--- config.mk ---
export PLATFORM = sky130hd
export DESIGN_NAME = safs_ram
export DESIGN_NICKNAME = d
export VERILOG_FILES = /design/src/safs_ram.sv
export SDC_FILE = /design/constraint.sdc
export NUM_CORES = 1
export LEC_CHECK = 0
export BUFFER_PORTS_ARGS = -buffer_cell sky130_fd_sc_hd__buf_4
export CORE_MARGIN = 4
export CORE_UTILIZATION = 28
export CTS_BUF_LIST = sky130_fd_sc_hd__clkbuf_8
export DETAILED_ROUTE_END_ITERATION = 8
export PLACE_DENSITY_LB_ADDON = 0.1
export SETUP_SLACK_MARGIN = 0.15
export SLEW_MARGIN = 0
export SYNTH_ARGS = -nofsm -noshare
export SYNTH_HDL_FRONTEND = slang
export SYNTH_SLANG_ARGS = --single-unit
--- constraint.sdc ---
create_clock -name clock -period 4.3 [get_ports clock]
set_input_delay 0.86 -clock clock [delete_from_list [all_inputs] [get_ports clock]]
set_output_delay 0.86 -clock clock [all_outputs]
set_load 0.1 [all_outputs]
--- src/safs_ram.sv ---
module safs_ram #(
   parameter int WIDTH = 8,
   parameter int DEPTH = 16
) (
   input  logic                     clock,
   input  logic                     wr_en,
   input  logic [$clog2(DEPTH)-1:0] wr_addr,
   input  logic [WIDTH-1:0]         wr_data,
   input  logic [$clog2(DEPTH)-1:0] rd_addr,
   output logic [WIDTH-1:0]         rd_data
);

   logic [WIDTH-1:0] mem_ff [DEPTH];
   logic [WIDTH-1:0] rd_data_ff;

   // Write one entry, read one entry with registered data
   always_ff @(posedge clock) begin
      if (wr_en) begin
         mem_ff[wr_addr] <= wr_data;
      end
      rd_data_ff <= mem_ff[rd_addr];
   end

   assign rd_data = rd_data_ff;

endmodule

# After elaboration in Yosys (flattened, before gate mapping)
# Memories as Yosys holds them, arrays and structs flattened. A register that Yosys moved wholly into a read port is not among the register bits.
# Cells that the tools add are included.
[totals]
ff_bits = 0
inputBits = 18
n_memories = 1
ramBits = 128
word_cells = 3
out_inout_bits = 8
[mem_list]
columns = ["memory", "words", "width", "read_ports", "rd_ports_with_merged_regs", "wr", "line_no", "source"]
rows = [
  ["mem_ff", 16, 8, 1, 1, 1, "13", "logic [WIDTH-1:0] mem_ff [DEPTH];"],
]
[classes]
mux = 2
[op_table]
columns = ["operator", "n"]
rows = [
  ["1-bit two-way mux", 2],
]

# Depth between registers and ports, before layout
# Gate-level depths: netlist of run 1.
[logic_depth]
word_depth = 2
depth_mapped = 5
mapped_depth_nobuf = 3

# Worst setup path after synthesis of run 1
# Ideal clock, no wire load.
[synth_path]
path_type = "input to register"
startpoint = "in wr_addr[2]"
endpoint = "mem mem_ff[0][0], enable pin"
setup_ns = 0.383
t_arrival_ns = 1.970
setup_slack_ns = 1.947
stages = 2
n_path_buf = 0
path_cell_list = "or3b_2 nor3_1"
[synth_rtl]
columns = ["item", "line_no", "source"]
rows = [
  ["start, declared", "7", "input logic [$clog2(DEPTH)-1:0] wr_addr,"],
  ["end, declared", "13", ""],
]
# No word-level cell before the write port.

# Worst setup path in the final report of run 1
[layout_path]
startpoint = "in wr_addr[2]"
endpoint = "mem mem_ff[2][3], enable pin"
# No word-level cell before the write port.

==> summary.md, run 1 <==
| Metric | Value |
|---|---|
| # DRC | 0 |
| R2R Path End | rd_data[1] |
| FF-to-FF Start | mem_ff[0][1] |
| Lkg Pwr | around 0.0020 uW |
| Seq pwr share | 0.517 |
| Synth Warn # | 0 |
| Drt pass-1 iters | 5 |
| Max Cap Violations | 0 |
| Initial Util | 0.286 |
| Hold EP | rd_data[3] |
| Post-Syn Area | around 0.005 mm2 |
| Sw Pwr | between 600 and 700 uW |
| Place WS | 1.64 ns |
| Asr flop ratio synth | 0 |
| CP arrival | 2.19 ns |
| Reg2Reg Depth | 3 |
| Comb pwr share | 0.072 |
| Delay-heaviest family, CP | simple AND/OR/NAND/NOR gates |
| TritonCTS clock tree | built |
| Die Span Y | 144 um |
| Peak supply drop | between 300 and 400 uV |
| Hold Vio Cnt, Final | 0 |
| Mapped Cells | 229 |
| Crit end category | flop |
| Reg2reg setup slack | ~2.9 ns |
| Vias/cell | around 4.6 |
| Count of input and output buffers | 25 |
| Crit-path cells | buf_4, or3b_2, nor2_1 |
| Min-Delay Path Class | reg -> reg |
| CTS-repair resized insts | 0 |
| WP buf/inv | 1 |
| Nets | about 290 |
| Core Box Area | around 0.018 mm2 |
| Min Tclk post-route | 2.13 ns |
| CTS Buffer Depth | 2 |
| Clock power frac | 0.411 |
| HP Start | mem_ff[10][3] |
| Sw frac | 0.211 |
| N_diodes | 0 |
| Top-count cell post-synth | edfxtp_1 |
| Filler instances | between 1500 and 2000 |
| Non-Filler Instances | 509 |
| Global-route wire length before repair | between 15 and 20 mm |
| Yosys cell types | 19 |
| CTS Hold Bufs | 0 |
| Flip-flop and latch count after synthesis | around 140 |
| Overall power | between 2000 and 3000 uW |
| WL/cell | 22.0 um |
| Post-synth net total | roughly 250 |
| CP startpoint kind | input port |
| Largest area contributor in the netlist | edfxtp_1 |
| Most common library cells after synthesis | edfxtp_1 (128), mux4_2 (18), a22oi_1 (16) |
| Root buffer cell | clkbuf_8 |
| Largest net degree at the start of global routing | 33 |
| Final core occ | 0.334 |
| Mean post-synth cell area | around 22 um2 |
| Die area | just over 0.02 mm2 |
| GR Util All Layers | 0.115 |
| CTS Sinks | about 140 |
| Top post-synthesis cells by area | edfxtp_1 (75%), mux4_2 (7.9%), mux4_1 (7.1%), dfxtp_1 (3.1%), a22oi_1 (2.3%) |
| Crit-path slowest cell | nor2_1 |
| Vias | roughly 2300 |
| TNS Setup | 0 ns |
| HPWL Detailed | 6.91 mm |
| Worst setup margin | roughly 2.2 ns |
| Pwr Density | 479 mW/mm2 |
| TritonCTS Buffers | 17 |
| Initial antenna violation count | 0 |
| Clock slew at reported path FFs | 0.07 ns |
| Worst slew pin tran | about 1.1 ns |
| Syn-to-layout area delta | 16.9% |
| GP Congestion | between 0.6 and 0.7 |
| Post-route ant nets | 0 |
| # setup viols final | 0 |
| Share of cells above drive strength 1 | 0.264 |
| Rel. slew slack | 0.264 |
| Routed WL | about 11 mm |
| P_int | approximately 2300 uW |
| CP peak stage delay | between 0.6 and 0.7 ns |
| Area of the multi-input gates | 0.00106 mm2 |
| Row cnt | 49 |
| Worst-Skew Late Latency | roughly 0.44 ns |
| Setup Buffers After CTS | 0 |
| H-tree level count | 4 |
| Hold path depth | 3 |
| RSZ-0062 raised after global routing | false |
| Num ports | 26 |
| Critical path required time | around 4.4 ns |
| Die width | around 140 um |
| Post-synth top flop | edfxtp_1 |
| CP max FO | 8 |
| Clock skew | around 0.011 ns |
| Achievable Freq | approximately 470 MHz |
| Initial drt markers | 130 |
| Vias in the first global route | 2453 |
| Setup CP Type | in -> reg |
| Outcome | finished clean |
| Area share of the largest cell type after synthesis | 0.747 |
| Register area | about 0.004 mm2 |
| Sequential area share after synthesis | 0.778 |
| Overflow after GRT | 0 |
| EDFF count, synth | approximately 130 |
| Count of final max-slew check failures | 0 |
| Placed cells | 477 |
| Fin crit share | 0.496 |
## sequential cells by signal, summed over array words and instances, names as in the netlist
| name | flops |
|---|---|
| mem_ff | 128 |
| rd_data | 8 |
## worst register-to-register path, delay by kind of cell (launching register included)
kind	cells	cell delay [ns]
AOI/OAI and AO/OA	1	0.29
DFF	1	0.36
muxes	1	0.52
and+or+nand+nor	1	0.10
## power groups by stage
stage	logic, uW	clock network [uW]	registers (uW)
after floorplan	75.2	0	1580
after global placement	211	0	1520
after detailed placement	212	0	1520
after CTS	212	1220	1490
after global routing	220	1280	1490
final	207	1190	1490
## placed cells by master, fill, tap and decap left out
cell type  count
edfxtp_1     128
buf_4         29
mux4_2        18
clkbuf_8      17
a22oi_1       16
mux4_1        14
nor2_1        13
nand2_1        9
dfxtp_1        8
bufinv_16      6
inv_1          5
nor3_1         4
clkinv_2       3
nand3b_1       2
nand2b_1       2
nor2b_1        1
and2_1         1
and2b_1        1
nand3_1        1
or3b_2         1
clkinv_1       1
## per-layer routing
| metal | track usage | vias up | routed length (um) |
|---|---|---|---|
| li1 | - | 1048 | - |
| met1 | 0.155 | 1233 | 5380 |
| met2 | 0.178 | 52 | 5280 |
| met3 | 0.0356 | 11 | 436 |
| met4 | 0.0372 | 0 | 91 |
| met5 | 0 | - | 0 |
## layout make-up
| class | instances | share of cell area |
|---|---|---|
| flip-flops and latches | 136 | 0.665 |
| multi-input cells | 83 | 0.176 |
| well taps | 229 | 0.0476 |
| clock buffers | 17 | 0.0389 |
| clock inverters | 15 | 0.0362 |
| repair buffers | 29 | 0.0362 |
## worst max-delay path by stage
stage | cells after the start | to | from | slack, ns
after floorplan | 2 | mem_ff[0][0] | wr_addr[2] | 1.95
after global placement | 3 | mem_ff[2][4] | wr_addr[2] | 1.63
after detailed placement | 3 | mem_ff[2][4] | wr_addr[2] | 1.64
after CTS | 3 | mem_ff[2][5] | wr_addr[2] | 2.11
after global routing | 3 | mem_ff[2][5] | wr_addr[2] | 2.10
final | 3 | mem_ff[2][3] | wr_addr[2] | 2.17
## logic make-up after synthesis
| group | count (synthesis) | synth area share |
|---|---|---|
| AND/OR/NAND/NOR | 35 | 0.0318 |
| buffers and inverters | 10 | 0.0168 |
| flip-flops | 136 | 0.778 |
| multiplexers | 32 | 0.150 |
| AO/OA/AOI/OAI | 16 | 0.0233 |
## through the flow
step                hold WS (ns)  area (um2)
finish                     0.682        6020
global route               0.692        6020
CTS                        0.681        6020
detailed placement         0.667        5570
global placement           0.662        5570
floorplan                  0.629        5150
Note: power is estimated with default switching activity, not from simulation.
==> run 2: changes to the inputs <==
Clock period 4.3 ns to 2 ns, I/O delays scaled along.
==> run 2 against run 1 <==
Effect of this change:
- via count grew 4.3%
- count of clock-buffer cells in the layout unchanged
- critical path depth is 1 higher
- critical endpoint is now rd_data[6]
- clock skew fell by 0.0057 ns
- first-iteration DRC count rose by 12%
- global-route usage rose by 0.47 points
- core utilization up 1.3 points
- clock power up 93%
- sequential share of layout area decreased by 2.6 points
- sequential power grew 110%
- total power grew 110%
- highest routed layer unchanged
- hold slack worse by 0.40 ns
==> summary.md, run 2 (synthesis results as in run 1) <==
| Metric | Value |
|---|---|
| Register area | 0.00400 mm2 (unchanged) |
| GR Util All Layers | 0.120 (+0.00474) |
| WL/cell | 21.3 um (-2.9%) |
| # setup viols final | 0 (unchanged) |
| Clock skew | 0.00568 ns (-0.00568 ns) |
| Hold path depth | 1 (-2) |
| Placed Area | 0.00585 mm2 (+5.0%) |
| HPWL Detailed | 7.75 mm (+12%) |
| Die width | 144 um (unchanged) |
| GP Congestion | 0.713 (+6.8%) |
| Final core occ | 0.347 (+0.0135) |
| Global-route wire length before repair | 17.1 mm (+5.3%) |
| Crit end category | flop |
| Num ports | 26 (unchanged) |
| Outcome | finished clean |
| Row cnt | 49 (unchanged) |
| Achievable Freq | between 600 and 700 MHz |
| TNS Setup | 0 ns (unchanged) |
| Worst slew pin tran | 0.821 ns (-0.278 ns) |
| Die area | 0.0206 mm2 (unchanged) |
| Largest register FFs | 128 (unchanged) |
| Filler instances | 1712 (-1.4%) |
| Min Tclk post-route | 1.52 ns |
| Fin crit share | 0.758 |
| Sw frac | 0.235 (+0.0245) |
| Largest Register | mem_ff |
| CTS Sinks | 136 (unchanged) |
| Min-Delay Path Class | in -> reg |
| Root buffer cell | clkbuf_8 |
| Clock power frac | 0.384 (-0.027) |
| Vias in the first global route | 2613 (+6.5%) |
| Worst-Skew Late Latency | 0.44 ns (about the same) |
| Count of final max-slew check failures | 0 (unchanged) |
| Reg2Reg Depth | 4 (+1) |
| Sw Pwr | 1410 uW (+130%) |
| Post-route ant nets | 0 (unchanged) |
| Routed WL | 11.5 mm (+2.8%) |
| H-tree level count | 4 (unchanged) |
| Vias | 2444 (+4.3%) |
| Rel. slew slack | 0.451 (+0.186) |
| N_diodes | 0 (unchanged) |
| CTS-repair resized insts | 0 (unchanged) |
| Max Cap Violations | 0 (unchanged) |
| CTS Buffer Depth | 2 (unchanged) |
| Setup CP Type | reg -> reg |
| Critical path required time | 2.32 ns (-2.03 ns) |
| Seq pwr share | 0.534 (+0.017) |
| Commonest non-fill, non-tap cell in the layout | edfxtp_1 |
| Vias/cell | 4.53 (-1.5%) |
| Count of input and output buffers | 25 (unchanged) |
| Hold Vio Cnt, Final | 0 (unchanged) |
| TritonCTS Buffers | 17 (unchanged) |
| Lkg Pwr | 0.00210 uW (+5.7%) |
| Area of the multi-input gates | 0.00106 mm2 (+0.47%) |
| Peak supply drop | 396 uV (+27%) |
| # DRC | 0 (unchanged) |
| CTS Hold Bufs | 0 (unchanged) |
| Die Span Y | 144 um (unchanged) |
| Clock slew at reported path FFs | 0.08 ns (about the same) |
| P_int | 4580 uW (+100%) |
| Initial drt markers | 146 (+12%) |
| CP arrival | 1.84 ns (-0.35 ns) |
| Commonest non-fill, non-tap cells in the layout | edfxtp_1 (128), buf_4 (55), mux4_2 (18) |
| Drt pass-1 iters | 4 (-1) |
| Initial antenna violation count | 0 (unchanged) |
| Initial Util | 0.286 (unchanged) |
| Core Box Area | 0.0180 mm2 (unchanged) |
| Setup Buffers After CTS | 0 (unchanged) |
| Design Area, Final | 0.00626 mm2 (+4.0%) |
| Overflow after GRT | 0 (unchanged) |
| Overall power | 5990 uW (+110%) |
| Comb pwr share | 0.082 (+0.010) |
| Largest net degree at the start of global routing | 19 (-42%) |
| Share of cells above drive strength 1 | 0.355 (+0.0906) |
| Pwr Density | 957 mW/mm2 (+100%) |
| CP startpoint kind | flop |
| RSZ-0062 raised after global routing | false |
| Nets | 315 (+11%) |
| Syn-to-layout area delta | 21.6% |
| TritonCTS clock tree | built |
| CP max FO | 1 (-7) |
-- run 2: cell count changes in the layout (fill, tap and decap cells not counted), sizes merged --
cell      delta
buf         +30
clkinvlp     +8
bufinv       -3
inv          -3
clkinv       -2
-- run 2: through the flow --
step                std cells  hold WS (ns)  setup slack (ns)
floorplan                 229         0.499             0.334
global placement          507         0.663            0.0686
detailed placement        507         0.665            0.0388
CTS                       539         0.259             0.471
global route              539         0.256             0.427
finish                    539         0.277             0.484
-- run 2: critical path, cell delays in order (launching register included) --
cell	delay (ns)
edfxtp_1	0.36
mux4_2	0.48
a22oi_1	0.33
buf_4	0.18
nand2_1	0.05
-- run 2: power groups by stage --
stage	registers (uW)	clock network [uW]	logic, uW
2_1_floorplan	3400	0	162
3_3_place_gp	3270	0	498
3_5_place_dp	3270	0	498
4_1_cts	3200	2370	499
5_1_grt	3210	2520	518
6_report	3200	2300	489
-- run 2: path summary, 6_finish.rpt --
kind | slack, ns | to | startpoint
setup / recovery | 0.48 | rd_data[6] | mem_ff[2][6]
setup reg to reg | 0.48 | rd_data[6] | mem_ff[2][6]
hold / removal | 0.28 | mem_ff[6][1] | wr_data[1]
hold reg to reg | 0.68 | rd_data[7] | mem_ff[15][7]
-- run 2: final cells by class --
class	count	share of cell area
clock inverter	15	0.0288
tap	229	0.0458
clock buffer	17	0.0374
sequential	136	0.640
timing repair buffer	59	0.0788
multi-input combinational	83	0.170
-- run 2: layer usage --
metal	part of all wire	routed length (um)	track usage	vias to the layer above
met5	0	0	0	-
met4	0.0090	104	0.0327	0
met1	0.49	5590	0.171	1274
met3	0.055	634	0.0409	6
met2	0.45	5170	0.175	58
li1	-	-	-	1106
==> run 3: changes to the inputs <==
Clock period 2 ns to 1.5 ns, I/O delays scaled along.
==> run 3 against run 2 <==
Effect of this change:
- non-clock buffer count rose by 3
- register-to-register slack got worse by 0.28 ns
- flip-flop and latch count did not move
- wire length barely moved
- cell count rose by 0.56%
- clock power rose by 50%
- clock skew rose by 0.0042 ns
- total power rose by 41%
- first-iteration DRC count fell by 20%
- fmax rose by 17%
- critical endpoint is now rd_data[3]
- largest power group unchanged
==> summary.md, run 3 (synthesis results as in run 1) <==
| Metric | Value |
|---|---|
| Outcome | finished clean |
| Hold path depth | 1 (unchanged) |
| TritonCTS Buffers | 17 (unchanged) |
| Hold Vio Cnt, Final | 0 (unchanged) |
| Vias | 2434 (-0.41%) |
| Min Tclk post-route | 1.30 ns (-0.218 ns) |
| H-tree level count | 4 (unchanged) |
| Num ports | 26 (unchanged) |
| Clock slew at reported path FFs | 0.08 ns (about the same) |
| Worst slew pin tran | 0.934 ns (+0.113 ns) |
| Drt pass-1 iters | 4 (unchanged) |
| # DRC | 0 (unchanged) |
| CTS Buffer Depth | 2 (unchanged) |
| Peak supply drop | 508 uV (+28%) |
| Largest Register | mem_ff |
| Pwr Density | 1300 mW/mm2 (+36%) |
| Placed Area | 0.00593 mm2 (+1.5%) |
| Lkg Pwr | 0.00215 uW (+2.8%) |
| Vias in the first global route | 2684 (+2.7%) |
| Die area | 0.0206 mm2 (unchanged) |
| Syn-to-layout area delta | 26.8% |
| Worst-Skew Late Latency | 0.44 ns (about the same) |
| Setup CP Type | reg -> reg |
| FF-to-FF Start | mem_ff[5][3] |
| HP Start | wr_data[0] |
| Critical path required time | 1.82 ns (-0.50 ns) |
| Reg2reg setup slack | 0.20 ns (-0.28 ns) |
| Achievable Freq | 770 MHz (+17%) |
| Largest register FFs | 128 (unchanged) |
| Commonest non-fill, non-tap cells in the layout | edfxtp_1 (128), buf_4 (44), mux4_2 (29) |
| Rel. slew slack | 0.376 (-0.0745) |
| Core Box Area | 0.0180 mm2 (unchanged) |
| CP max FO | 1 (unchanged) |
| GR Util All Layers | 0.121 (+0.00193) |
| TritonCTS clock tree | built |
| Min-Delay Path Class | in -> reg |
| Crit end category | flop |
| Die width | 144 um (unchanged) |
| CTS Sinks | 136 (unchanged) |
| # setup viols final | 0 (unchanged) |
| Commonest non-fill, non-tap cell in the layout | edfxtp_1 |
| Share of cells above drive strength 1 | 0.454 (+0.0988) |
| Global-route wire length before repair | 17.3 mm (+1.4%) |
| Design Area, Final | 0.00653 mm2 (+4.3%) |
| WL/cell | 21.2 um (-0.49%) |
| Overflow after GRT | 0 (unchanged) |
| Count of final max-slew check failures | 0 (unchanged) |
| Largest net degree at the start of global routing | 17 (-2) |
| Routed WL | 11.5 mm (about the same) |
| CP peak stage delay | 0.54 ns (+0.06 ns) |
| Filler instances | 1744 (+1.9%) |
| Max Cap Violations | 0 (unchanged) |
| Initial Util | 0.286 (unchanged) |
| CP arrival | 1.62 ns (-0.22 ns) |
| Row cnt | 49 (unchanged) |
| Initial drt markers | 117 (-20%) |
| CP startpoint kind | flop |
| Count of input and output buffers | 25 (unchanged) |
| Initial antenna violation count | 0 (unchanged) |
| Delay-heaviest family, CP | multiplexers |
| Area of the multi-input gates | 0.00109 mm2 (+2.4%) |
| Register area | 0.00402 mm2 (+0.34%) |
| WP buf/inv | 0 (-1) |
| R2R Path End | rd_data[3] |
| Vias/cell | 4.49 (-0.96%) |
| N_diodes | 0 (unchanged) |
| Crit-path slowest cell | mux4_1 |
| Root buffer cell | clkbuf_8 |
| Die Span Y | 144 um (unchanged) |
| Reg2Reg Depth | 3 (-1) |
| HPWL Detailed | 7.86 mm (+1.5%) |
| Post-route ant nets | 0 (unchanged) |
| Crit-path cells | mux4_1, a22oi_1, nand2_1 |
| Hold EP | mem_ff[9][0] |
| RSZ-0062 raised after global routing | true |
| TNS Setup | 0 ns (unchanged) |
| Clock skew | 0.00987 ns (+0.00420 ns) |
| GP Congestion | 0.689 (-3.4%) |
| Fin crit share | 0.865 (+0.107) |
| CTS Hold Bufs | 0 (unchanged) |
| Nets | 318 (+0.95%) |
[run 3: power breakdown]
part           switching, uW  internal, uW
registers               43.4          4250
clock network           1450          1990
logic                    435           305
total                   1930          6540
[run 3: per-stage QoR]
stage | instances | worst slack [ns] | power, uW | utilization | hold WS, ns
floorplan | 229 | 0.0970 | 4770 | - | 0.399
global route | 542 | 0.137 | 8830 | 0.362 | 0.153
global placement | 510 | -0.287 | 5050 | 0.329 | 0.629
detailed placement | 510 | -0.286 | 5050 | 0.329 | 0.631
CTS | 542 | 0.158 | 8580 | 0.360 | 0.152
finish | 542 | 0.202 | 8470 | 0.362 | 0.179
[run 3: what timing repair did]
item / 4_1_cts / 5_1_grt
pin swaps: 0 / 1
resized for setup: 27 / 9
endpoints found under the setup margin: 12 / 10
buffers inserted: 0 / 0
gates cloned: 0 / 0
[run 3: worst reg2reg max path, stage by stage (launching register included)]
cell	delay, ns
edfxtp_1	0.35
mux4_1	0.54
a22oi_1	0.23
nand2_1	0.08
[run 3: how the worst max path moves through the flow]
stage,endpoint,startpoint,slack [ns],cells after the start
6_report,rd_data[3],mem_ff[5][3],0.20,3
3_3_place_gp,rd_data[7],rd_addr[0],-0.29,6
4_1_cts,rd_data[6],rd_data[6],0.16,1
2_1_floorplan,mem_ff[0][0],wr_addr[2],0.1,2
3_5_place_dp,rd_data[0],rd_addr[0],-0.29,5
5_1_grt,rd_data[3],mem_ff[5][3],0.14,3
[run 3: metal layers]
layer,global-route usage,wire [um]
met1,0.158,5210
met2,0.198,5800
met3,0.0336,353
met4,0.0401,149
met5,0,0
[run 3: cell type report]
| cell class | instances | share of cell area |
|---|---|---|
| clock inverter | 15 | 0.0345 |
| tap | 229 | 0.0439 |
| clock buffer | 17 | 0.0358 |
| multi-input combinational | 83 | 0.167 |
| timing repair buffer | 62 | 0.104 |
| sequential | 136 | 0.615 |
