==> src/safs_pkg.sv <==
package safs_pkg;

   // Table geometry
   localparam int SLOT_COUNT = 1024;
   localparam int SLOT_W     = 16;
   localparam int HANDLE_W   = 48;
   localparam int CMD_W      = 3;
   localparam int IDX_W      = $clog2(SLOT_COUNT);
   localparam int TOP_W      = $clog2(SLOT_COUNT + 1);

   typedef logic [SLOT_W:0] slot_ext_type;

   localparam slot_ext_type     SLOT_LIMIT = slot_ext_type'(SLOT_COUNT);
   localparam logic [IDX_W-1:0] LAST_IDX   = IDX_W'(SLOT_COUNT - 1);
   localparam logic [TOP_W-1:0] TOP_FULL   = TOP_W'(SLOT_COUNT);

   // Command codes
   localparam logic [CMD_W-1:0] CMD_ALLOC   = 3'd0;
   localparam logic [CMD_W-1:0] CMD_LOOKUP  = 3'd1;
   localparam logic [CMD_W-1:0] CMD_SET     = 3'd2;
   localparam logic [CMD_W-1:0] CMD_RELEASE = 3'd3;
   localparam logic [CMD_W-1:0] CMD_REINIT  = 3'd4;

   // Handle table port request
   typedef struct packed {
      logic                we;
      logic [IDX_W-1:0]    waddr;
      logic [HANDLE_W-1:0] wdata;
      logic [IDX_W-1:0]    raddr;
   } tbl_port_type;

   // Free stack port request
   typedef struct packed {
      logic             we;
      logic [IDX_W-1:0] waddr;
      logic [IDX_W-1:0] wdata;
      logic [IDX_W-1:0] raddr;
   } stk_port_type;

endpackage

==> src/safs_ctrl.sv <==
module safs_ctrl
   import safs_pkg::*;
(
   input  logic                clock,
   input  logic                reset,
   input  logic                req_valid,
   output logic                req_ready,
   input  logic [CMD_W-1:0]    req_cmd,
   input  logic [SLOT_W-1:0]   req_slot,
   input  logic [HANDLE_W-1:0] req_handle,
   output logic                rsp_valid,
   input  logic                rsp_ready,
   output logic [SLOT_W-1:0]   rsp_result_slot,
   output logic [HANDLE_W-1:0] rsp_result_handle,
   output logic                rsp_ok,
   output tbl_port_type        tbl_port,
   input  logic [HANDLE_W-1:0] tbl_rdata,
   output stk_port_type        stk_port,
   input  logic [IDX_W-1:0]    stk_rdata
);

   localparam logic [2:0] ST_CLEAR = 3'd0;
   localparam logic [2:0] ST_IDLE  = 3'd1;
   localparam logic [2:0] ST_POP   = 3'd2;
   localparam logic [2:0] ST_CHECK = 3'd3;
   localparam logic [2:0] ST_READ  = 3'd4;
   localparam logic [2:0] ST_DONE  = 3'd5;

   logic [2:0]          state_ff, state_in;
   logic [CMD_W-1:0]    cmd_ff, cmd_in;
   logic [SLOT_W-1:0]   slot_ff, slot_in;
   logic [HANDLE_W-1:0] handle_ff, handle_in;
   logic [TOP_W-1:0]    top_ff, top_in;
   logic [IDX_W-1:0]    clr_idx_ff, clr_idx_in;
   logic [IDX_W-1:0]    cand_ff, cand_in;
   logic                from_req_ff, from_req_in;
   logic [SLOT_W-1:0]   res_slot_ff, res_slot_in;
   logic [HANDLE_W-1:0] res_handle_ff, res_handle_in;
   logic                res_ok_ff, res_ok_in;
   logic                rsp_valid_ff, rsp_valid_in;
   logic [SLOT_W-1:0]   rsp_slot_ff, rsp_slot_in;
   logic [HANDLE_W-1:0] rsp_handle_ff, rsp_handle_in;
   logic                rsp_ok_ff, rsp_ok_in;

   logic             req_in_range;
   logic             rd_empty;
   logic             rsp_free;
   logic [TOP_W-1:0] top_dec;

   // Shared zero compare on the table read port
   assign rd_empty     = (tbl_rdata == '0);
   assign req_in_range = slot_ext_type'(req_slot) < SLOT_LIMIT;
   assign rsp_free     = !rsp_valid_ff || rsp_ready;
   assign top_dec      = top_ff - TOP_W'(1);
   assign req_ready    = (state_ff == ST_IDLE);

   // Sequencer
   always_comb begin
      state_in      = state_ff;
      cmd_in        = cmd_ff;
      slot_in       = slot_ff;
      handle_in     = handle_ff;
      top_in        = top_ff;
      clr_idx_in    = clr_idx_ff;
      cand_in       = cand_ff;
      from_req_in   = from_req_ff;
      res_slot_in   = res_slot_ff;
      res_handle_in = res_handle_ff;
      res_ok_in     = res_ok_ff;
      rsp_slot_in   = rsp_slot_ff;
      rsp_handle_in = rsp_handle_ff;
      rsp_ok_in     = rsp_ok_ff;
      rsp_valid_in  = rsp_valid_ff && !rsp_ready;
      tbl_port       = '0;
      tbl_port.raddr = slot_ff[IDX_W-1:0];
      stk_port       = '0;
      stk_port.raddr = top_dec[IDX_W-1:0];

      unique case (state_ff)
         ST_CLEAR: begin
            // Empty one slot and restore one stack entry per cycle
            tbl_port.we    = 1'b1;
            tbl_port.waddr = clr_idx_ff;
            tbl_port.wdata = '0;
            stk_port.we    = 1'b1;
            stk_port.waddr = clr_idx_ff;
            stk_port.wdata = LAST_IDX - clr_idx_ff;
            if (clr_idx_ff == LAST_IDX) begin
               top_in     = TOP_FULL;
               clr_idx_in = '0;
               if (from_req_ff) begin
                  from_req_in   = 1'b0;
                  res_slot_in   = slot_ff;
                  res_handle_in = '0;
                  res_ok_in     = 1'b1;
                  state_in      = ST_DONE;
               end else begin
                  state_in = ST_IDLE;
               end
            end else begin
               clr_idx_in = clr_idx_ff + IDX_W'(1);
            end
         end
         ST_IDLE: begin
            if (req_valid) begin
               cmd_in        = req_cmd;
               slot_in       = req_slot;
               handle_in     = req_handle;
               res_slot_in   = req_slot;
               res_handle_in = '0;
               res_ok_in     = 1'b0;
               state_in      = ST_DONE;
               unique case (req_cmd)
                  CMD_ALLOC: begin
                     res_slot_in = '0;
                     if (top_ff != '0) begin
                        top_in   = top_dec;
                        state_in = ST_POP;
                     end
                  end
                  CMD_LOOKUP: begin
                     tbl_port.raddr = req_slot[IDX_W-1:0];
                     if (req_in_range) begin
                        state_in = ST_READ;
                     end
                  end
                  CMD_RELEASE: begin
                     tbl_port.raddr = req_slot[IDX_W-1:0];
                     if (req_in_range && req_slot != '0) begin
                        state_in = ST_READ;
                     end
                  end
                  CMD_SET: begin
                     if (req_in_range) begin
                        tbl_port.we    = 1'b1;
                        tbl_port.waddr = req_slot[IDX_W-1:0];
                        tbl_port.wdata = req_handle;
                        res_ok_in      = 1'b1;
                     end
                  end
                  CMD_REINIT: begin
                     from_req_in = 1'b1;
                     clr_idx_in  = '0;
                     state_in    = ST_CLEAR;
                  end
                  default: begin
                  end
               endcase
            end
         end
         ST_POP: begin
            // Popped slot arrives; fetch its handle
            cand_in        = stk_rdata;
            tbl_port.raddr = stk_rdata;
            state_in       = ST_CHECK;
         end
         ST_CHECK: begin
            if (rd_empty) begin
               tbl_port.we    = 1'b1;
               tbl_port.waddr = cand_ff;
               tbl_port.wdata = handle_ff;
               res_slot_in    = SLOT_W'(cand_ff);
               res_ok_in      = 1'b1;
               state_in       = ST_DONE;
            end else if (top_ff == '0) begin
               state_in = ST_DONE;
            end else begin
               // Drop the stale entry and pop the next one
               top_in   = top_dec;
               state_in = ST_POP;
            end
         end
         ST_READ: begin
            res_ok_in = 1'b1;
            if (cmd_ff == CMD_LOOKUP) begin
               res_handle_in = tbl_rdata;
            end else if (!rd_empty) begin
               tbl_port.we    = 1'b1;
               tbl_port.waddr = slot_ff[IDX_W-1:0];
               tbl_port.wdata = '0;
               if (top_ff < TOP_FULL) begin
                  stk_port.we    = 1'b1;
                  stk_port.waddr = top_ff[IDX_W-1:0];
                  stk_port.wdata = slot_ff[IDX_W-1:0];
                  top_in         = top_ff + TOP_W'(1);
               end
            end
            state_in = ST_DONE;
         end
         ST_DONE: begin
            // Hand the item to the output register once it is free
            if (rsp_free) begin
               rsp_valid_in  = 1'b1;
               rsp_slot_in   = res_slot_ff;
               rsp_handle_in = res_handle_ff;
               rsp_ok_in     = res_ok_ff;
               state_in      = ST_IDLE;
            end
         end
         default: begin
            state_in = ST_IDLE;
         end
      endcase
   end

   // Control registers
   always_ff @(posedge clock) begin
      if (reset) begin
         state_ff     <= ST_CLEAR;
         top_ff       <= TOP_FULL;
         clr_idx_ff   <= '0;
         from_req_ff  <= 1'b0;
         rsp_valid_ff <= 1'b0;
      end else begin
         state_ff     <= state_in;
         top_ff       <= top_in;
         clr_idx_ff   <= clr_idx_in;
         from_req_ff  <= from_req_in;
         rsp_valid_ff <= rsp_valid_in;
      end
   end

   // Payload registers
   always_ff @(posedge clock) begin
      cmd_ff        <= cmd_in;
      slot_ff       <= slot_in;
      handle_ff     <= handle_in;
      cand_ff       <= cand_in;
      res_slot_ff   <= res_slot_in;
      res_handle_ff <= res_handle_in;
      res_ok_ff     <= res_ok_in;
      rsp_slot_ff   <= rsp_slot_in;
      rsp_handle_ff <= rsp_handle_in;
      rsp_ok_ff     <= rsp_ok_in;
   end

   assign rsp_valid         = rsp_valid_ff;
   assign rsp_result_slot   = rsp_slot_ff;
   assign rsp_result_handle = rsp_handle_ff;
   assign rsp_ok            = rsp_ok_ff;

   // Stack depth never exceeds the slot count
   a_top_bound: assert property (@(posedge clock) disable iff (reset)
      top_ff <= TOP_FULL)
      else $error("free stack depth overflow");

   // Every pop lowers the stack depth by exactly one
   a_pop_dec: assert property (@(posedge clock) disable iff (reset)
      (state_ff == ST_POP) |-> ($past(top_ff) == top_ff + TOP_W'(1)))
      else $error("pop without stack decrement");

   // A finished item waits while the output register is held
   a_done_hold: assert property (@(posedge clock) disable iff (reset)
      (state_ff == ST_DONE && rsp_valid_ff && !rsp_ready) |=> (state_ff == ST_DONE))
      else $error("result overwrote a held item");

   // A completed clearing pass leaves the stack full
   a_clear_full: assert property (@(posedge clock) disable iff (reset)
      (state_ff == ST_CLEAR && clr_idx_ff == LAST_IDX) |=> (top_ff == TOP_FULL))
      else $error("clearing pass did not refill the stack");

endmodule

==> config.mk <==
export PLATFORM = sky130hd
export DESIGN_NAME = safs_ctrl
export DESIGN_NICKNAME = d
export VERILOG_FILES = /design/src/safs_pkg.sv /design/src/safs_ctrl.sv
export SDC_FILE = /design/constraint.sdc
export NUM_CORES = 1
export LEC_CHECK = 0
export ABC_AREA = 1
export BUFFER_PORTS_ARGS = -buffer_cell sky130_fd_sc_hd__buf_2
export CORE_ASPECT_RATIO = 1.75
export CORE_UTILIZATION = 29
export DETAILED_ROUTE_END_ITERATION = 7
export PLACE_DENSITY_LB_ADDON = 0.1
export SLEW_MARGIN = 20
export SYNTH_ARGS = -nofsm -noshare
export SYNTH_HDL_FRONTEND = slang
export SYNTH_SLANG_ARGS = --single-unit
export TNS_END_PERCENT = 20
==> constraint.sdc <==
create_clock -name clock -period 13.2 [get_ports clock]
set_input_delay 0.66 -clock clock [delete_from_list [all_inputs] [get_ports clock]]
set_output_delay 0.66 -clock clock [all_outputs]
set_load 0.1 [all_outputs]
Yosys cells after proc, flatten, opt, wreduce, memory -nomap -nowiden
Cells that the tools add are included.
{"block": "op_classes", "n_addsub": 4, "magnitude_cmp": 2, "eq_ne": 25, "n_mux": 62, "n_reduce_logical": 25}
{"operator": "$mux 59", "n": 5}
{"operator": "$pmux 59 s4", "n": 1}
{"operator": "$mux 48", "n": 4}
{"operator": "$pmux 48 s3", "n": 1}
{"operator": "$mux 11", "n": 9}
{"operator": "$mux 16", "n": 5}
{"operator": "$mux 69", "n": 1}
{"operator": "$mux 21", "n": 3}
{"operator": "$logic_not 48->1", "n": 1}
{"operator": "$pmux 16 s3", "n": 1}
{"operator": "$pmux 11 s4", "n": 1}
{"operator": "$pmux 21 s2", "n": 1}
{"operator": "$mux 10", "n": 4}
{"operator": "$pmux 10 s2", "n": 2}
{"operator": "$ne 2x2->1 const B", "n": 11}
{"operator": "$mux 3", "n": 7}
{"operator": "$pmux 3 s6", "n": 1}
{"operator": "$lt 16x11->1 const B", "n": 1}
{"operator": "$reduce_bool 16->1", "n": 1}
{"operator": "$reduce_and 5->1", "n": 3}
{"operator": "$mux 1", "n": 13}
{"operator": "$eq 3x2->1 const B", "n": 4}
{"operator": "$pmux 3 s4", "n": 1}
{"operator": "$add 11x1->11 const B", "n": 1}
{"operator": "other kinds (24)", "n": 36}
{"block": "word_totals", "register_bits": 233, "out_inout_bits": 167, "wordCells": 133}

Longest topological paths before layout
Gate-level depths: netlist of run 1.
{"block": "logic_depth", "ltp_word": 6, "mapped_depth": 13, "ltp_nobuf": 12}

Worst setup path before layout of run 1
OpenSTA, ideal clock, no wires.
{"block": "synth_timing", "path_kind": "register to register", "startpoint": "register clr_idx_ff[0]", "endpoint": "register res_handle_ff[0], enable pin", "t_arrival_ps": 8671, "required_time_ps": 12490, "slack_ps": 3819, "stages_incl_launch_ff": 10, "n_path_buf": 0, "path_cell_list": "dfxtp_1 ha_1 nand2_2 nor2_4 nand3b_4 nand2_4 inv_1 nor2_1 inv_1 a2111oi_0"}
{"block": "synth_via", "elab_chain_len": 3}
{"item": "start, declared", "line": "safs_ctrl.sv:34", "rtl": "logic [IDX_W-1:0] clr_idx_ff, clr_idx_in;"}
{"item": "start signal, assigned", "line": "safs_ctrl.sv:217", "rtl": "clr_idx_ff <= clr_idx_in;"}
{"item": "$eq 10x10->1", "line": "safs_ctrl.sv:88", "rtl": "if (clr_idx_ff == LAST_IDX) begin"}
{"item": "$ne 2x2->1 (no source line)"}
{"item": "$reduce_and 5->1 (no source line)"}
{"item": "end signal, assigned", "line": "safs_ctrl.sv:230", "rtl": "res_handle_ff <= res_handle_in;"}
{"item": "end, declared", "line": "safs_ctrl.sv:38", "rtl": "logic [HANDLE_W-1:0] res_handle_ff, res_handle_in;"}
Every way passes these cells.
A chain may end at the register's enable or synchronous reset.

==> results.yml, run 1 <==
outcome:
  status: "completed"
clocking:
  cts_tree: "done"
  cts_buffer_depth: 3
  cts_sinks: 233
  numCtsBuffers: 25
  cts_hold_buf: 0
  post_cts_buffers: 0
  cts_resized: 0
  clk_pin_slew_ns: 0.06
  cts_max_level: 1
  clk_latency_ns: 0.54
  clock-root-buffer: "clkbuf_16"
timing:
  worst_slack_ns: 8.56
  finClkSkew_ns: 0.0117
  tightest_slew_ns: 0.898
  timing_hold_violations_final: 0
  finalSetupViolations: 0
  fin_setup_tns_ns: 0
  relSlewSlack_pct: 40.1
  period_share_pct: 35.1
  drv_slew: 0
  fmax_mhz: 216
  period_needed_ns: 4.64
  rsz0062_at_grt: "no"
yosys:
  synth_area_sq_um: 10600
  synth_top_area_share_pct: 58.6
  synth-seq-cells: 233
  synth_xor_area_share_pct: 0.413
  synth-simple-area-share_pct: 17.4
  yosysWarnings: 0
  synth_ff_type: "edfxtp_1"
  syn_inst: 1047
  syn-num-nets: 1180
  netlist-cell-type-count: 50
  yosys-top-cells-area: "edfxtp_1, inv_1, dfxtp_1, nand2_1, nor2_1"
  synth_largest_area_cell: "edfxtp_1"
  syn-mean-instance-area_sq_um: 10.1
  synthAdderAreaFrac_pct: 0.472
  synth_top_family_by_area: "simple AND/OR/NAND/NOR gates"
  synth-async-reset-ratio_pct: 0
  synth.yosys.seq_area_share_pct: 63.5
  synthMuxAreaShare_pct: 0
  synth_compound_area_share_pct: 9.95
  synth-edff-count: 207
setup_path:
  cp_data_required_time_ns: 12.54
  setup.worst_path.end_class: "output port"
  path_cells: "inv_2 > nand2_2 > nor2_4 > inv_2 > nor2_4 > buf_4 > buf_4 > nand3_1 > o2111ai_1 > buf_2"
  path_buf_inv: 5
  cp.depth: 10
  critical-path-top-delay-family: "buffers and inverters"
  slowest_delay_ns: 0.78
  reg2regPathDepth: 7
  critPathArrivalTime_ns: 3.98
  critPathMaxFanout: 77
  worstSetupStartpointType: "flop"
  critical_path_class: "reg2out"
  slowest_stage: "buf_4"
place:
  io_buffers: 295
  dpl-instance-area_sq_um: 12600
  post-place-ws_ns: 9.09
  gp_congestion: 0.847
  dp_hpwl_microns: 24600
power_and_ir_drop:
  switching_share_pct: 22.4
  internal_power_w: 0.00120
  peakVddDrop_uv: 83.1
  seqPwrFrac_pct: 51.3
  p_comb_share_pct: 4.3
  p_leak_nw: 5.66
  clock_power_share_pct: 44.4
  p_total_w: 0.00155
  p_switching_w: 0.000348
  power_density_nw_per_um2: 116
drt:
  first_iter_violations: 433
  routed-wl-met2_microns: 18100
  drc_errors: 0
  ant_nets: 0
  via_count: 8490
  vias_per_cell: 4.64
  wire_per_inst_microns: 18.2
  route.met3.wl_microns: 1740
  highest_layer: "met4"
  wl_microns: 33400
  firstDrtPassIters: 5
  wl_met1_microns: 12700
run:
  drv_cap: 0
final_layout:
  layout.nets: 1475
  area_growth_pct: 26.6
  fin_util_pct: 37.2
  stdcell_area_sq_um: 13400
  drive_gt1_share_pct: 28.3
grt:
  track_usage_pct: 17.6
  grt_pass1_vias: 8310
  antenna_found_initial: 2
  grt_start_max_net_pins: 78
  grt-ovfl-total: 0
  grt_pass1_wl_microns: 49500
hold_path:
  min_path_type: "in2reg"
  worstHoldPathCells: 1
floorplanning:
  ioPinCount: 296
  initial_utilization_pct: 29.4
  die-height_microns: 255
  core_sq_um: 36000
  die_area_sq_um: 37400
  rows: 92
  die_w_microns: 147
synth_stat cells (3+ instances only):
master       n
nand2_1    138
nor3_1      12
ha_1         4
dfxtp_1     26
buf_2       11
o221ai_1    14
nor2_4       6
o22ai_1     18
nand2_2      3
xor2_1       5
edfxtp_1   207
a21oi_1     27
inv_1      176
o21ai_0     87
nor2_1     137
clkbuf_1    23
o2111ai_1    4
nand4_1     15
o211ai_1    11
nor2_2       3
buf_1        4
inv_2        9
nand3_1     74
power by group through the flow:
stage                     clock [W]  combinational [W]  sequential (W)
after floorplan                   0          0.0000325        0.000812
after global placement            0          0.0000668        0.000813
after detailed placement          0          0.0000668        0.000812
after CTS                  0.000716          0.0000671        0.000796
after global routing       0.000739          0.0000722        0.000796
final                      0.000690          0.0000663        0.000797
area by class of cell:
class                           instances  area [sq um]
Antenna cell                            2          5.00
Clock buffer                           27           633
Clock inverter                         17           158
Fill cell                            3734         22600
Inverter                              186           698
Multi-Input combinational cell        588          3030
Sequential cell                       233          6740
Tap cell                              470           588
Timing Repair Buffer                  308          1570
placed cells by master (no fill, tap or decap), types with 9 or more instances in the layout:
cell,Yosys,final
a21oi_1,27,26
buf_2,11,295
buf_4,1,13
clkbuf_16,0,25
dfxtp_1,26,26
edfxtp_1,207,207
inv_1,176,176
inv_2,9,9
nand2_1,138,138
nand3_1,74,74
nand4_1,15,15
nor2_1,137,136
nor3_1,12,11
o211ai_1,11,11
o21ai_0,87,87
o221ai_1,14,14
o22ai_1,18,18
metrics by stage:
stage / std cells / hold slack [ns]
2_1_floorplan: 1047 / 0.400
3_5_place_dp: 1785 / 0.405
6_report: 1831 / 0.317
5_1_grt: 1831 / 0.291
3_3_place_gp: 1785 / 0.400
4_1_cts: 1829 / 0.281
path summary, 6_finish.rpt:
kind / from / end / slack (ns)
worst max-delay path: state_ff[2]$_SDFFE_PP0P_ / tbl_port[58] / 8.56
worst min-delay path: req_handle[17] / handle_ff[17]$_DFFE_PP_ / 0.32
worst max register to register: state_ff[2]$_SDFFE_PP0P_ / handle_ff[2]$_DFFE_PP_ / 10.20
worst min register to register: res_handle_ff[0]$_SDFFCE_PN0P_ / rsp_result_handle[0]$_DFFE_PP_ / 0.41
kinds of logic (layout without fill, tap and decap cells):
family,count (synthesis),count (layout)
compound gates,175,175
fa+ha+maj,4,4
flops,233,233
simple gates,404,404
xor+xnor,5,5
other cells,0,2
buf+inv,226,538
sequential cells by signal, summed over array words and instances, names as in the netlist:
register,count
res_slot_ff,16
handle_ff,48
res_handle_ff,48
from_req_ff,1
state_ff,3
rsp_result_slot,16
clr_idx_ff,10
rsp_valid,1
cand_ff,10
cmd_ff,3
top_ff,11
rsp_ok,1
slot_ff,16
res_ok_ff,1
rsp_result_handle,48
worst reg2reg max path, stage by stage, from the launching register on:
cell	delay (ns)
dfxtp_1	0.36
inv_2	0.12
nand2_2	0.19
nor2_4	0.26
inv_2	0.24
nor2_4	0.13
buf_4	0.47
buf_4	0.82
metal layers:
layer | up-vias | global-route usage [%]
met3 | 40 | 2.78
met5 | - | 0
met4 | 0 | 5.98
met1 | 3998 | 19.6
met2 | 297 | 33.6
li1 | 4155 | -
Power figures use the tool's default switching activity.
==> inputs of run 2 (changes only) <==
clock period = 4.85 ns   (was 13.2 ns; I/O delays follow)
==> results.yml, run 2 (synthesized netlist as in run 1, its figures left out) <==
outcome:
  status: "completed"
grt:
  grt-ovfl-total: 0
  track_usage_pct: 18.2
  antenna_found_initial: 0
  grt_start_max_net_pins: 109
  grt_pass1_vias: 8845
  grt_pass1_wl_microns: 51800
timing:
  rsz0062_at_grt: "no"
  period_share_pct: 75.7
  finalSetupViolations: 0
  timing_hold_violations_final: 0
  fin_setup_tns_ns: 0
  fmax_mhz: 272
  finClkSkew_ns: 0.0175
  period_needed_ns: 3.67
  drv_slew: 0
  tightest_slew_ns: 0.908
  relSlewSlack_pct: 39.5
setup_path:
  r2r_slack_ns: 2.22
  cp_data_required_time_ns: 4.61
  critical_path_class: "reg2out"
  critPathArrivalTime_ns: 3.43
  critPathMaxFanout: 108
  worstSetupStartpointType: "flop"
  setup.worst_path.end_class: "output port"
clocking:
  post_cts_buffers: 0
  cts_resized: 0
  clk_pin_slew_ns: 0.07
  cts_sinks: 233
  cts_buffer_depth: 3
  clk_latency_ns: 0.55
  cts_max_level: 1
  cts_tree: "done"
  numCtsBuffers: 25
  clock-root-buffer: "clkbuf_16"
final_layout:
  final_common_cell: "buf_2"
  stdcell_area_sq_um: 14400
  diodes: 0
  area_growth_pct: 36.2
  final_cell_mix: "buf_2, edfxtp_1, inv_1"
  drive_gt1_share_pct: 26.5
  layout.nets: 1569
drt:
  vias_per_cell: 4.61
  ant_nets: 0
  via_count: 8871
  wl_microns: 34200
  first_iter_violations: 515
  drc_errors: 0
  wire_per_inst_microns: 17.8
  firstDrtPassIters: 6
power_and_ir_drop:
  p_leak_nw: 6.08
  peakVddDrop_uv: 239
  power_density_nw_per_um2: 307
hold_path:
  min_path_type: "in2reg"
place:
  gp_congestion: 0.848
  dp_hpwl_microns: 24700
  io_buffers: 295
  dpl-instance-area_sq_um: 12600
floorplanning:
  ioPinCount: 296
  die_area_sq_um: 37400
  rows: 92
  core_sq_um: 36000
  initial_utilization_pct: 29.4
  die_w_microns: 147
  die-height_microns: 255
run:
  drv_cap: 0
## run 2: area by class of cell
cell class | count | area (sq um)
repair buffers | 402 | 2530
flip-flops and latches | 233 | 6740
clock buffers | 28 | 637
inverters | 186 | 698
clock inverters | 18 | 213
multi-input cells | 588 | 3040
fillers | 3668 | 21600
well taps | 470 | 588
## run 2: final timing paths
check	cells after the start	start	endpoint
worst max register to register	10	clr_idx_ff[0]$_SDFFE_PP0P_	res_handle_ff[4]$_SDFFCE_PN0P_
worst min-delay path	3	tbl_rdata[11]	res_handle_ff[11]$_SDFFCE_PN0P_
worst max-delay path	8	state_ff[0]$_SDFFE_PP0P_	tbl_port[60]
worst min register to register	0	res_handle_ff[9]$_SDFFCE_PN0P_	rsp_result_handle[9]$_DFFE_PP_
## run 2: stage by stage
stage	std cells	setup WS [ns]	hold WS, ns	utilization [%]	total power, W
finish	1925	1.18	0.0276	40.1	0.00444
global route	1925	0.889	0.0259	40.1	0.00459
CTS	1925	1.14	0.000788	40.1	0.00451
global placement	1784	1.82	0.400	35.1	0.00239
detailed placement	1784	1.73	0.405	35.1	0.00239
floorplan	1047	0.238	0.341	-	0.00230
## run 2: timing repair
action | 4_1_cts | 5_1_grt
hold buffers | 95 | 0
endpoints found under the setup margin | 0 | 0
endpoints found under the hold margin | 95 | 0
## run 2: per-layer routing
layer | track usage [%] | vias to the layer above | part of all wire [%]
met5 | 0 | - | 0
met4 | 6.25 | 0 | 2.8
met1 | 20.3 | 4178 | 38
met2 | 34.5 | 306 | 53
met3 | 2.96 | 54 | 5.5
li1 | - | 4333 | -
## run 2: report_power, final
part	switching, W	internal [W]
logic	0.000138	0.000107
clock network	0.000854	0.00117
registers	0.00000408	0.00216
total	0.000996	0.00344
## run 2: worst max-delay path, cell delays in order (launching register included)
cell,delay (ns)
dfxtp_1,0.45
nand2_2,0.24
nor2_4,0.26
inv_2,0.24
nor2_4,0.40
buf_12,0.38
nand3_1,0.15
o2111ai_1,0.11
buf_2,0.46
==> inputs of run 3 (changes only) <==
ABC_AREA = 0   (was 1)
clock period = 3.7 ns   (was 4.85 ns; I/O delays follow)
==> results.yml, run 3 <==
setup_path:
  cp.depth: 9
  r2r_slack_ns: 0.86
  worstSetupStartpointType: "primary input"
  critPathLaunch: "req_slot[12]"
  slowest_delay_ns: 0.54
  critPathMaxFanout: 48
  crit_top_cell: "buf_12"
  critical-path-top-delay-family: "buffers and inverters"
  cp_data_required_time_ns: 3.51
  path_buf_inv: 5
  setup.worst_path.end_class: "output port"
  path_cells: "dlygate4sd3_1 > buf_2 > or4_1 > nor3_1 > buf_4 > and4_2 > buf_12 > a22o_1 > buf_12"
  slowest_stage: "dlygate4sd3_1"
  worst_r2r_endpoint: "res_handle_ff[34]$_SDFFCE_PN0P_"
  critPathArrivalTime_ns: 3.11
  reg2regPathDepth: 7
  critical_path_class: "in2out"
  r2r-start: "clr_idx_ff[1]$_SDFFE_PP0P_"
  crit_end: "tbl_port[38]"
final_layout:
  drive_gt1_share_pct: 32.7
  diodes: 0
  final_common_cell: "buf_2"
  area_growth_pct: 48.0
  final_cell_mix: "buf_2, edfxtp_1, dlygate4sd3_1"
  fin_util_pct: 43.8
  layout.nets: 1295
floorplanning:
  rows: 90
  die_area_sq_um: 36000
  core_sq_um: 34600
  die-height_microns: 250
  initial_utilization_pct: 29.6
  ioPinCount: 296
  die_w_microns: 144
place:
  io_buffers: 295
  gp_congestion: 0.858
  dp_hpwl_microns: 23000
yosys:
  yosys-top-cells-area: "edfxtp_1, a22o_1, dfxtp_1, and2_1, nor2_1"
  synth_area_sq_um: 10200
  synth-seq-cells: 233
  syn-mean-instance-area_sq_um: 13.6
  yosysMostFrequentCell: "edfxtp_1"
  syn-num-nets: 883
  synth_ff_type: "edfxtp_1"
  netlist-cell-type-count: 70
  synth_common_cells: "edfxtp_1, a22o_1, and2_1"
  synth-edff-count: 207
  synth.yosys.seq_area_share_pct: 65.9
  synth_top_area_share_pct: 60.8
  synth_largest_area_cell: "edfxtp_1"
  syn_inst: 750
  yosysWarnings: 0
  synth-async-reset-ratio_pct: 0
grt:
  grt_pass1_vias: 8164
  track_usage_pct: 18.0
  grt_start_max_net_pins: 66
  grt_pass1_wl_microns: 48600
  grt-ovfl-total: 0
  antenna_found_initial: 1
drt:
  via_count: 8119
  vias_per_cell: 4.96
  wire_per_inst_microns: 20.2
  ant_nets: 0
  first_iter_violations: 559
  firstDrtPassIters: 5
  drc_errors: 0
  wl_microns: 33000
timing:
  period_needed_ns: 3.30
  finClkSkew_ns: 0.0132
  finalSetupViolations: 0
  timing_hold_violations_final: 0
  fmax_mhz: 303
  rsz0062_at_grt: "no"
  tightest_slew_ns: 1.03
  period_share_pct: 89.1
  drv_slew: 0
  relSlewSlack_pct: 31.3
clocking:
  cts_sinks: 233
  cts_hold_buf: 125
  cts_resized: 0
  clock-root-buffer: "clkbuf_16"
  post_cts_buffers: 0
  cts_max_level: 1
  cts_tree: "done"
  cts_buffer_depth: 3
  clk_latency_ns: 0.53
  clk_pin_slew_ns: 0.06
  numCtsBuffers: 24
power_and_ir_drop:
  power_density_nw_per_um2: 378
  p_leak_nw: 5.67
  peakVddDrop_uv: 223
  p_total_w: 0.00572
outcome:
  status: "completed"
hold_path:
  worstHoldPathCells: 3
  min-delay-start: "rsp_ready"
  min_path_type: "in2reg"
run:
  drv_cap: 0
[run 3: cell types whose count changed after synthesis, sizes merged, moves of 17 or more]
cell	change
nor2	-104
and2	+50
inv	-176
nand3	-68
a22o	+76
nand2	-99
o21ai	-80
nor4	+17
[run 3: per-stage QoR]
stage	setup slack [ns]	hold slack, ns	area (sq um)	setup TNS [ns]	cells
global route	0.236	0.118	15100	0	1637
floorplan	-0.417	0.284	10200	-22.12	750
detailed placement	0.872	0.381	13100	0	1471
finish	0.404	0.0877	15100	0	1637
CTS	0.367	0.0757	15100	0	1637
global placement	0.944	0.377	13100	0	1471
[run 3: layout make-up]
class                      count  area [sq um]
clock buffer                  30           644
clock inverter                11           118
fill                        3273         19400
inverter                       9          33.8
multi-input combinational    448          3170
sequential                   233          6740
tap                          460           576
timing repair buffer         446          3850
[run 3: routing by layer]
metal  wire, microns  GRT usage [%]  up-vias
li1                -              -     3760
met1           12200           20.0     3996
met2           18200           34.2      305
met3            1700           2.45       56
met4             933           6.23        2
met5              13              0        -
[run 3: kinds of logic after synthesis]
logic type	synth area share (%)
AO/OA/AOI/OAI	14.8
multiplexers	1.14
AND/OR/NAND/NOR	13.1
flip-flops	65.9
XOR/XNOR	0.943
adder cells (fa/ha/maj)	0.490
buffers and inverters	3.56
[run 3: how the worst min path moves through the flow]
stage                              endpoint
detailed placement  handle_ff[20]$_DFFE_PP_
finish                 rsp_valid$_SDFF_PP0_
CTS                    rsp_valid$_SDFF_PP0_
global route           rsp_valid$_SDFF_PP0_
floorplan              cand_ff[0]$_DFFE_PN_
global placement    handle_ff[26]$_DFFE_PP_
[run 3: power by group]
part	switching [W]	internal (W)
sequential	0.0000146	0.00285
clock	0.00103	0.00137
combinational	0.000262	0.000197
total	0.00130	0.00442
[run 3: worst min-delay path: cells and delay by family]
family          cells  cell delay, ns
simple gates        1            0.20
buf+inv             1            0.07
compound gates      1            0.10
